--- src/lr_pkg.sv ---
// Shared types and constants for the line rasterizer.
package lr_pkg;

    // Pixel budget of one line and the width of the pixel counter.
    localparam int MAX_PIXELS = 64;
    localparam int STEP_W     = 7;

    // Command queue between the setup front end and the stepper.
    localparam int Q_DEPTH = 2;
    localparam int Q_AW    = 1;

    typedef enum logic [1:0] {
        BK_IDLE,
        BK_LOAD,
        BK_RUN
    } t_back_state;

endpackage

--- src/lr_front.sv ---
// Line setup: takes a request, works out deltas, directions, major axis and pixel count.
module lr_front #(
    parameter int COORD_BITS = 6
) (
    input  logic                         i_clk,
    input  logic                         i_rst_n,
    input  logic                         i_start,
    output logic                         o_busy,
    input  logic [COORD_BITS-1:0]        i_start_x,
    input  logic [COORD_BITS-1:0]        i_start_y,
    input  logic [COORD_BITS-1:0]        i_end_x,
    input  logic [COORD_BITS-1:0]        i_end_y,
    output logic                         o_push,
    input  logic                         i_full,
    output logic [COORD_BITS-1:0]        o_x0,
    output logic [COORD_BITS-1:0]        o_y0,
    output logic                         o_xneg,
    output logic                         o_yneg,
    output logic                         o_xmajor,
    output logic [COORD_BITS-1:0]        o_major,
    output logic [COORD_BITS-1:0]        o_minor,
    output logic [lr_pkg::STEP_W-1:0]    o_steps
);
    import lr_pkg::*;

    localparam int CMP_W = (COORD_BITS > STEP_W) ? COORD_BITS : STEP_W;

    logic                  r_valid, n_valid;
    logic [COORD_BITS-1:0] r_x0, r_y0, r_major, r_minor;
    logic                  r_xneg, r_yneg, r_xmajor;
    logic [STEP_W-1:0]     r_steps;

    logic                  c_xneg, c_yneg, c_xmajor;
    logic [COORD_BITS-1:0] c_dx, c_dy, c_major, c_minor;
    logic [STEP_W-1:0]     c_steps;
    logic                  accept;

    assign o_busy = r_valid & i_full;
    assign accept = i_start & ~o_busy;
    assign o_push = r_valid & ~i_full;

    always_comb begin
        c_xneg   = i_end_x < i_start_x;
        c_yneg   = i_end_y < i_start_y;
        c_dx     = c_xneg ? (i_start_x - i_end_x) : (i_end_x - i_start_x);
        c_dy     = c_yneg ? (i_start_y - i_end_y) : (i_end_y - i_start_y);
        c_xmajor = c_dx >= c_dy;
        c_major  = c_xmajor ? c_dx : c_dy;
        c_minor  = c_xmajor ? c_dy : c_dx;
        // zero-length line still plots its start point; clamp long lines
        if (c_major == '0) begin
            c_steps = STEP_W'(1);
        end else if (CMP_W'(c_major) > CMP_W'(MAX_PIXELS)) begin
            c_steps = STEP_W'(MAX_PIXELS);
        end else begin
            c_steps = STEP_W'(c_major);
        end
    end

    always_comb begin
        n_valid = r_valid;
        if (o_push) begin
            n_valid = 1'b0;
        end
        if (accept) begin
            n_valid = 1'b1;
        end
    end

    always_ff @(posedge i_clk) begin
        if (!i_rst_n) begin
            r_valid <= 1'b0;
        end else begin
            r_valid <= n_valid;
        end
    end

    always_ff @(posedge i_clk) begin
        if (accept) begin
            r_x0     <= i_start_x;
            r_y0     <= i_start_y;
            r_xneg   <= c_xneg;
            r_yneg   <= c_yneg;
            r_xmajor <= c_xmajor;
            r_major  <= c_major;
            r_minor  <= c_minor;
            r_steps  <= c_steps;
        end
    end

    assign o_x0     = r_x0;
    assign o_y0     = r_y0;
    assign o_xneg   = r_xneg;
    assign o_yneg   = r_yneg;
    assign o_xmajor = r_xmajor;
    assign o_major  = r_major;
    assign o_minor  = r_minor;
    assign o_steps  = r_steps;

endmodule

--- src/lr_queue.sv ---
// Two-entry command queue with registered read data.
module lr_queue #(
    parameter int DATA_W = 34
) (
    input  logic              i_clk,
    input  logic              i_rst_n,
    input  logic              i_push,
    input  logic [DATA_W-1:0] i_wr_data,
    output logic              o_full,
    input  logic              i_pop,
    output logic              o_empty,
    output logic [DATA_W-1:0] o_rd_data
);
    import lr_pkg::*;

    logic [DATA_W-1:0] r_mem [Q_DEPTH];
    logic [DATA_W-1:0] r_rd_data;
    logic [Q_AW-1:0]   r_wr_ptr, r_rd_ptr;
    logic [Q_AW:0]     r_count, n_count;
    logic              do_push, do_pop;

    assign o_full  = r_count == (Q_AW+1)'(Q_DEPTH);
    assign o_empty = r_count == '0;
    assign do_push = i_push & ~o_full;
    assign do_pop  = i_pop & ~o_empty;

    always_comb begin
        n_count = r_count;
        case ({do_push, do_pop})
            2'b10:   n_count = r_count + 1'b1;
            2'b01:   n_count = r_count - 1'b1;
            default: n_count = r_count;
        endcase
    end

    always_ff @(posedge i_clk) begin
        if (!i_rst_n) begin
            r_count  <= '0;
            r_wr_ptr <= '0;
            r_rd_ptr <= '0;
        end else begin
            r_count <= n_count;
            if (do_push) begin
                r_wr_ptr <= r_wr_ptr + 1'b1;
            end
            if (do_pop) begin
                r_rd_ptr <= r_rd_ptr + 1'b1;
            end
        end
    end

    always_ff @(posedge i_clk) begin
        if (do_push) begin
            r_mem[r_wr_ptr] <= i_wr_data;
        end
        if (do_pop) begin
            r_rd_data <= r_mem[r_rd_ptr];
        end
    end

    assign o_rd_data = r_rd_data;

endmodule

--- src/lr_back.sv ---
// Bresenham stepper: emits one pixel per cycle for the line at the queue head.
module lr_back #(
    parameter int COORD_BITS = 6
) (
    input  logic                         i_clk,
    input  logic                         i_rst_n,
    input  logic                         i_empty,
    output logic                         o_pop,
    input  logic [COORD_BITS-1:0]        i_x0,
    input  logic [COORD_BITS-1:0]        i_y0,
    input  logic                         i_xneg,
    input  logic                         i_yneg,
    input  logic                         i_xmajor,
    input  logic [COORD_BITS-1:0]        i_major,
    input  logic [COORD_BITS-1:0]        i_minor,
    input  logic [lr_pkg::STEP_W-1:0]    i_steps,
    output logic                         o_pixel_valid,
    output logic [COORD_BITS-1:0]        o_pixel_x,
    output logic [COORD_BITS-1:0]        o_pixel_y,
    output logic                         o_last_pixel
);
    import lr_pkg::*;

    t_back_state r_state, n_state;

    logic [COORD_BITS-1:0] r_x, r_y, r_major, r_minor;
    logic                  r_xneg, r_yneg, r_xmajor;
    logic [COORD_BITS:0]   r_err;
    logic [STEP_W-1:0]     r_cnt, r_steps;

    logic [COORD_BITS:0]   err_sum, err_next;
    logic                  minor_step, last;
    logic [COORD_BITS-1:0] x_step, y_step;

    assign last       = (r_cnt + 1'b1) == r_steps;
    assign err_sum    = {1'b0, r_err[COORD_BITS-1:0]} + {1'b0, r_minor};
    assign minor_step = err_sum >= {1'b0, r_major};
    assign err_next   = minor_step ? (err_sum - {1'b0, r_major}) : err_sum;
    assign x_step     = r_xneg ? (r_x - 1'b1) : (r_x + 1'b1);
    assign y_step     = r_yneg ? (r_y - 1'b1) : (r_y + 1'b1);

    always_comb begin
        n_state = r_state;
        case (r_state)
            BK_IDLE: begin
                if (!i_empty) begin
                    n_state = BK_LOAD;
                end
            end
            BK_LOAD: n_state = BK_RUN;
            BK_RUN: begin
                if (last) begin
                    n_state = BK_IDLE;
                end
            end
            default: n_state = BK_IDLE;
        endcase
    end

    always_comb begin
        o_pop         = 1'b0;
        o_pixel_valid = 1'b0;
        o_last_pixel  = 1'b0;
        case (r_state)
            BK_IDLE: o_pop = ~i_empty;
            BK_RUN: begin
                o_pixel_valid = 1'b1;
                o_last_pixel  = last;
            end
            default: begin
                o_pop         = 1'b0;
                o_pixel_valid = 1'b0;
            end
        endcase
    end

    always_ff @(posedge i_clk) begin
        if (!i_rst_n) begin
            r_state <= BK_IDLE;
        end else begin
            r_state <= n_state;
        end
    end

    always_ff @(posedge i_clk) begin
        if (r_state == BK_LOAD) begin
            r_x      <= i_x0;
            r_y      <= i_y0;
            r_xneg   <= i_xneg;
            r_yneg   <= i_yneg;
            r_xmajor <= i_xmajor;
            r_major  <= i_major;
            r_minor  <= i_minor;
            r_steps  <= i_steps;
            r_err    <= {2'b00, i_minor[COORD_BITS-1:1]};
            r_cnt    <= '0;
        end else if (r_state == BK_RUN) begin
            r_cnt <= r_cnt + 1'b1;
            r_err <= err_next;
            if (r_xmajor) begin
                r_x <= x_step;
                if (minor_step) begin
                    r_y <= y_step;
                end
            end else begin
                r_y <= y_step;
                if (minor_step) begin
                    r_x <= x_step;
                end
            end
        end
    end

    assign o_pixel_x = r_x;
    assign o_pixel_y = r_y;

endmodule

--- src/line_rasterizer.sv ---
// Line rasterizer top level: setup front end, command queue and Bresenham stepper.
// A request accepted into an idle block reaches the outputs as its first pixel after
// the setup register, the queue write, the queue read and the load, in that order.
// Throughput: one pixel per cycle while a line is in the stepper; between lines the
// stepper passes through its idle and load states to fetch the next line.
// busy rises only when the setup register and both queue entries are all occupied.
// Reset is synchronous, active low, and clears the queue and all control state.
module line_rasterizer #(
    parameter int COORD_BITS = 6
) (
    input  logic                  i_clk,
    input  logic                  i_rst_n,
    input  logic                  start,
    output logic                  busy,
    input  logic [COORD_BITS-1:0] i_start_x,
    input  logic [COORD_BITS-1:0] i_start_y,
    input  logic [COORD_BITS-1:0] i_end_x,
    input  logic [COORD_BITS-1:0] i_end_y,
    output logic                  o_pixel_valid,
    output logic [COORD_BITS-1:0] o_pixel_x,
    output logic [COORD_BITS-1:0] o_pixel_y,
    output logic                  o_last_pixel
);
    import lr_pkg::*;

    // Queue entry: origin, directions, major-axis flag, deltas and pixel count.
    localparam int ENTRY_W = 4 * COORD_BITS + 3 + STEP_W;

    logic                  push, full, pop, empty;
    logic [COORD_BITS-1:0] f_x0, f_y0, f_major, f_minor;
    logic                  f_xneg, f_yneg, f_xmajor;
    logic [STEP_W-1:0]     f_steps;
    logic [COORD_BITS-1:0] b_x0, b_y0, b_major, b_minor;
    logic                  b_xneg, b_yneg, b_xmajor;
    logic [STEP_W-1:0]     b_steps;
    logic [ENTRY_W-1:0]    wr_entry, rd_entry;

    // Classify the request and hold it until the queue has room.
    lr_front #(.COORD_BITS(COORD_BITS)) u_front (
        .i_clk     (i_clk),
        .i_rst_n   (i_rst_n),
        .i_start   (start),
        .o_busy    (busy),
        .i_start_x (i_start_x),
        .i_start_y (i_start_y),
        .i_end_x   (i_end_x),
        .i_end_y   (i_end_y),
        .o_push    (push),
        .i_full    (full),
        .o_x0      (f_x0),
        .o_y0      (f_y0),
        .o_xneg    (f_xneg),
        .o_yneg    (f_yneg),
        .o_xmajor  (f_xmajor),
        .o_major   (f_major),
        .o_minor   (f_minor),
        .o_steps   (f_steps)
    );

    assign wr_entry = {f_x0, f_y0, f_xneg, f_yneg, f_xmajor, f_major, f_minor, f_steps};

    // Decouple setup from stepping so a new request lands while a line is drawn.
    lr_queue #(.DATA_W(ENTRY_W)) u_queue (
        .i_clk     (i_clk),
        .i_rst_n   (i_rst_n),
        .i_push    (push),
        .i_wr_data (wr_entry),
        .o_full    (full),
        .i_pop     (pop),
        .o_empty   (empty),
        .o_rd_data (rd_entry)
    );

    assign {b_x0, b_y0, b_xneg, b_yneg, b_xmajor, b_major, b_minor, b_steps} = rd_entry;

    // Advance one pixel per cycle while a line runs; the receiver takes every strobe.
    lr_back #(.COORD_BITS(COORD_BITS)) u_back (
        .i_clk         (i_clk),
        .i_rst_n       (i_rst_n),
        .i_empty       (empty),
        .o_pop         (pop),
        .i_x0          (b_x0),
        .i_y0          (b_y0),
        .i_xneg        (b_xneg),
        .i_yneg        (b_yneg),
        .i_xmajor      (b_xmajor),
        .i_major       (b_major),
        .i_minor       (b_minor),
        .i_steps       (b_steps),
        .o_pixel_valid (o_pixel_valid),
        .o_pixel_x     (o_pixel_x),
        .o_pixel_y     (o_pixel_y),
        .o_last_pixel  (o_last_pixel)
    );

endmodule

--- config.mk ---
export PLATFORM = sky130hd
export DESIGN_NAME = line_rasterizer
export DESIGN_NICKNAME = d
export VERILOG_FILES = /design/src/lr_pkg.sv /design/src/lr_front.sv /design/src/lr_queue.sv /design/src/lr_back.sv /design/src/line_rasterizer.sv
export SDC_FILE = /design/constraint.sdc
export NUM_CORES = 1
export LEC_CHECK = 0
export BUFFER_PORTS_ARGS = -buffer_cell sky130_fd_sc_hd__buf_4
export CAP_MARGIN = 20
export CELL_PAD_IN_SITES_DETAIL_PLACEMENT = 1
export CELL_PAD_IN_SITES_GLOBAL_PLACEMENT = 1
export CORE_UTILIZATION = 48
export CTS_BUF_LIST = sky130_fd_sc_hd__clkbuf_8
export DETAILED_ROUTE_END_ITERATION = 8
export PLACE_DENSITY = 0.77
export SYNTH_ARGS = -nofsm -noshare
export SYNTH_HDL_FRONTEND = slang
export SYNTH_SLANG_ARGS = --single-unit
export TNS_END_PERCENT = 10
--- constraint.sdc ---
create_clock -name i_clk -period 3.76 [get_ports i_clk]
set_clock_uncertainty 0.2 [all_clocks]
set_input_delay 0.376 -clock i_clk [delete_from_list [all_inputs] [get_ports i_clk]]
set_output_delay 0.376 -clock i_clk [all_outputs]
set_load 0.05 [all_outputs]
==> results.json <==
{
  "seqPwrFrac_pct": 39.7,
  "failed_checks": "setup timing",
  "critPathMaxFanout": 4,
  "synth_cells": 610,
  "p_sw_share_pct": 35.6,
  "antenna_found_initial": 0,
  "finish.utilization_pct": 58.2,
  "final_cell_mix": "edfxtp_1, buf_4, inv_1",
  "ys_ff_latch": 185,
  "track_usage_pct": 19.0,
  "n_antenna_cell": 0,
  "fmax_ghz": 0.265,
  "regMostFlops": "u_queue.r_mem",
  "pwr-share-clk_pct": 13.8,
  "viasPerCell": 5.19,
  "start_util_pct": 49.7,
  "finalHoldViolCount": 0,
  "grt_remaining_overflow": 0,
  "die_h_um": 137,
  "synth-edff-count": 170,
  "final_common_cell": "edfxtp_1",
  "holdWs_ps": 26.9,
  "netlist-cell-type-count": 55,
  "setup_tns_ps": -12.3,
  "setup_viol": 1,
  "cts.path.max_buffers": 2,
  "outcome": "finished with violations",
  "cpMaxStageDelayCell": "dlygate4sd3_1",
  "largest_reg_flops": 66,
  "drive_gt1_share_pct": 27.2,
  "layout.nets": 806,
  "synthFlopType": "edfxtp_1",
  "cp_common_cell": "buf_4",
  "combPwrFrac_pct": 46.5,
  "rows": 48,
  "htreeDepth": 4,
  "required_ps": 3810,
  "postRouteAntennaNets": 0,
  "finalWirelength_um": 17100,
  "worst_pin_slew_ps": 668,
  "ir_drop_v": 0.000614,
  "maxSlewHeadroom_pct": 55.4,
  "max_stage_delay_ps": 540,
  "power_switching_w": 0.00302,
  "finalWorstSetupSlack_ps": -12.3,
  "synth_warnings": 0,
  "post-place-ws_ps": -305,
  "grt_pass1_vias": 5371,
  "insertion_delay_ps": 450,
  "wl_per_cell_um": 17.9,
  "via_count": 4953,
  "power_density_mw_per_mm2": 834,
  "drt_iter0_drc": 170,
  "portBuffers": 41,
  "worst-setup-path-type": "in2reg",
  "total_power_w": 0.00848,
  "dpl.hpwl_um": 12500,
  "root_buffer": "clkbuf_8",
  "p_leak_nw": 3.98,
  "start_kind": "primary input",
  "die_w_um": 137,
  "die_area_mm2": 0.0186,
  "cts_num_sinks": 185,
  "end_kind": "register",
  "synthArstFlopShare_pct": 0,
  "grt_pass1_wl_um": 26700,
  "area_delta_synth_final_pct": 17.1,
  "fillers": 1696,
  "cp_data_arrival_time_ps": 3820,
  "syn_avg_cell_area_um2": 14.2,
  "core-area_mm2": 0.0175,
  "fin_crit_sh_pct": 100,
  "grt_max_degree": 61,
  "cap_viol_max_count": 0,
  "synth.yosys.seq_area_share_pct": 62.2,
  "cts_tree": "yes",
  "syn-num-nets": 699,
  "internal-power_w": 0.00546,
  "slew_viol_final": 0,
  "finalCriticalPeriod_ps": 3770,
  "numCtsBuffers": 17,
  "clkSlewWorstSetupHoldPaths_ps": 100,
  "io_pins": 42,
  "gp_congestion": 0.848,
  "rsz0062_at_grt": "yes",
  "netlist_area_mm2": 0.00868,
  "min_path_type": "in2reg",
  "dr.pass1.iters": 4,
  "path_cells": "dlygate4sd3_1 > buf_4 > inv_1 > ha_2 > nor2_2 > a21o_2 > mux2i_2 > xor2_2 > ha_1 > o21a_1 > o211ai_1 > o21ai_2 > buf_4 > mux2_4 > o41ai_2",
  "drc": 0
}
[cell usage after synthesis, types with 3 or more instances]
cell | n | area share (%)
nand3_1 | 4 | 0.23
a21o_1 | 10 | 0.86
clkbuf_1 | 9 | 0.39
buf_1 | 3 | 0.13
ha_1 | 54 | 7.8
dfxtp_1 | 15 | 3.5
xnor2_1 | 24 | 2.4
and2_1 | 4 | 0.29
o21a_1 | 7 | 0.61
a221oi_1 | 4 | 0.40
nor3_1 | 3 | 0.17
o21ai_0 | 23 | 1.3
nor2b_1 | 6 | 0.43
a21boi_0 | 4 | 0.35
and3_1 | 3 | 0.22
mux2_2 | 42 | 5.4
nand2b_1 | 3 | 0.22
mux2i_1 | 23 | 2.7
or3_1 | 3 | 0.22
nand3b_1 | 3 | 0.26
xor2_1 | 17 | 1.7
fa_1 | 8 | 1.8
nor2_1 | 19 | 0.82
o21bai_1 | 4 | 0.35
edfxtp_1 | 170 | 59
nand2_1 | 29 | 1.3
inv_1 | 61 | 2.6
a21oi_1 | 21 | 1.2
[repair_timing]
item | 4_1_cts | 5_1_grt
setup buffers | 0 | 12
setup endpoints to repair | 12 | 21
hold buffers | 10 | 0
resized for setup | 2 | 25
pin swaps | 0 | 19
endpoints found under the hold margin | 10 | 0
[power by group through the flow]
stage	registers (W)	logic, W	clock network, W
3_3_place_gp	0.00336	0.00335	0
6_report	0.00337	0.00394	0.00117
3_5_place_dp	0.00342	0.00353	0
2_1_floorplan	0.00355	0.00233	0
5_1_grt	0.00342	0.00433	0.00126
4_1_cts	0.00338	0.00357	0.00120
[critical path: cells and delay by family]
kind	cells	cell delay [ps]
adders and majority gates	2	570
buffers and inverters	4	890
xor gates and xnor gates	1	210
AOI/OAI and AO/OA	5	1000
and+or+nand+nor	1	190
muxes	2	590
[layer usage]
layer | GRT usage (%) | wire [µm] | share of wire (%)
met5 | 0 | 0 | 0
met4 | 7.96 | 382 | 2.2
met3 | 2.78 | 357 | 2.1
met2 | 34.3 | 9080 | 53
met1 | 22.5 | 7280 | 43
[worst paths after layout]
check	slack, ps	cells after the start	from	to
min	30	2	i_start_x[0]	u_front.o_x0[0]
max reg2reg	90	13	u_back.r_minor[0]	u_back.r_err[3]
max	-10	15	i_start_y[5]	u_front.o_steps[0]
min reg2reg	230	0	u_queue.o_rd_data[16]	u_back.r_major[3]
[cell families (layout without fill, tap and decap cells)]
| logic type | count (synthesis) | count (layout) | synth area share, % |
|---|---|---|---|
| DFF | 185 | 185 | 62.2 |
| AOI/OAI and AO/OA | 97 | 97 | 7.79 |
| muxes | 66 | 66 | 8.27 |
| adders and majority gates | 62 | 62 | 9.62 |
| buffers and inverters | 76 | 195 | 3.40 |
| xor gates and xnor gates | 41 | 41 | 4.13 |
| and+or+nand+nor | 83 | 83 | 4.54 |
[final cells by class]
type	instances	area (µm²)	area share [%]
clock inverters	14	110	1.08
multi-input cells	349	3110	30.6
clock buffers	17	234	2.30
inverters	61	231	2.28
flip-flops and latches	185	5410	53.1
repair buffers	103	802	7.88
well taps	225	282	2.77
[through the flow]
step                area (µm²)  cells
floorplan                 8700    610
global placement          9520    901
detailed placement        9520    901
CTS                       9970    942
global route             10200    954
finish                   10200    954
Note: power is estimated with default switching activity, not from simulation.
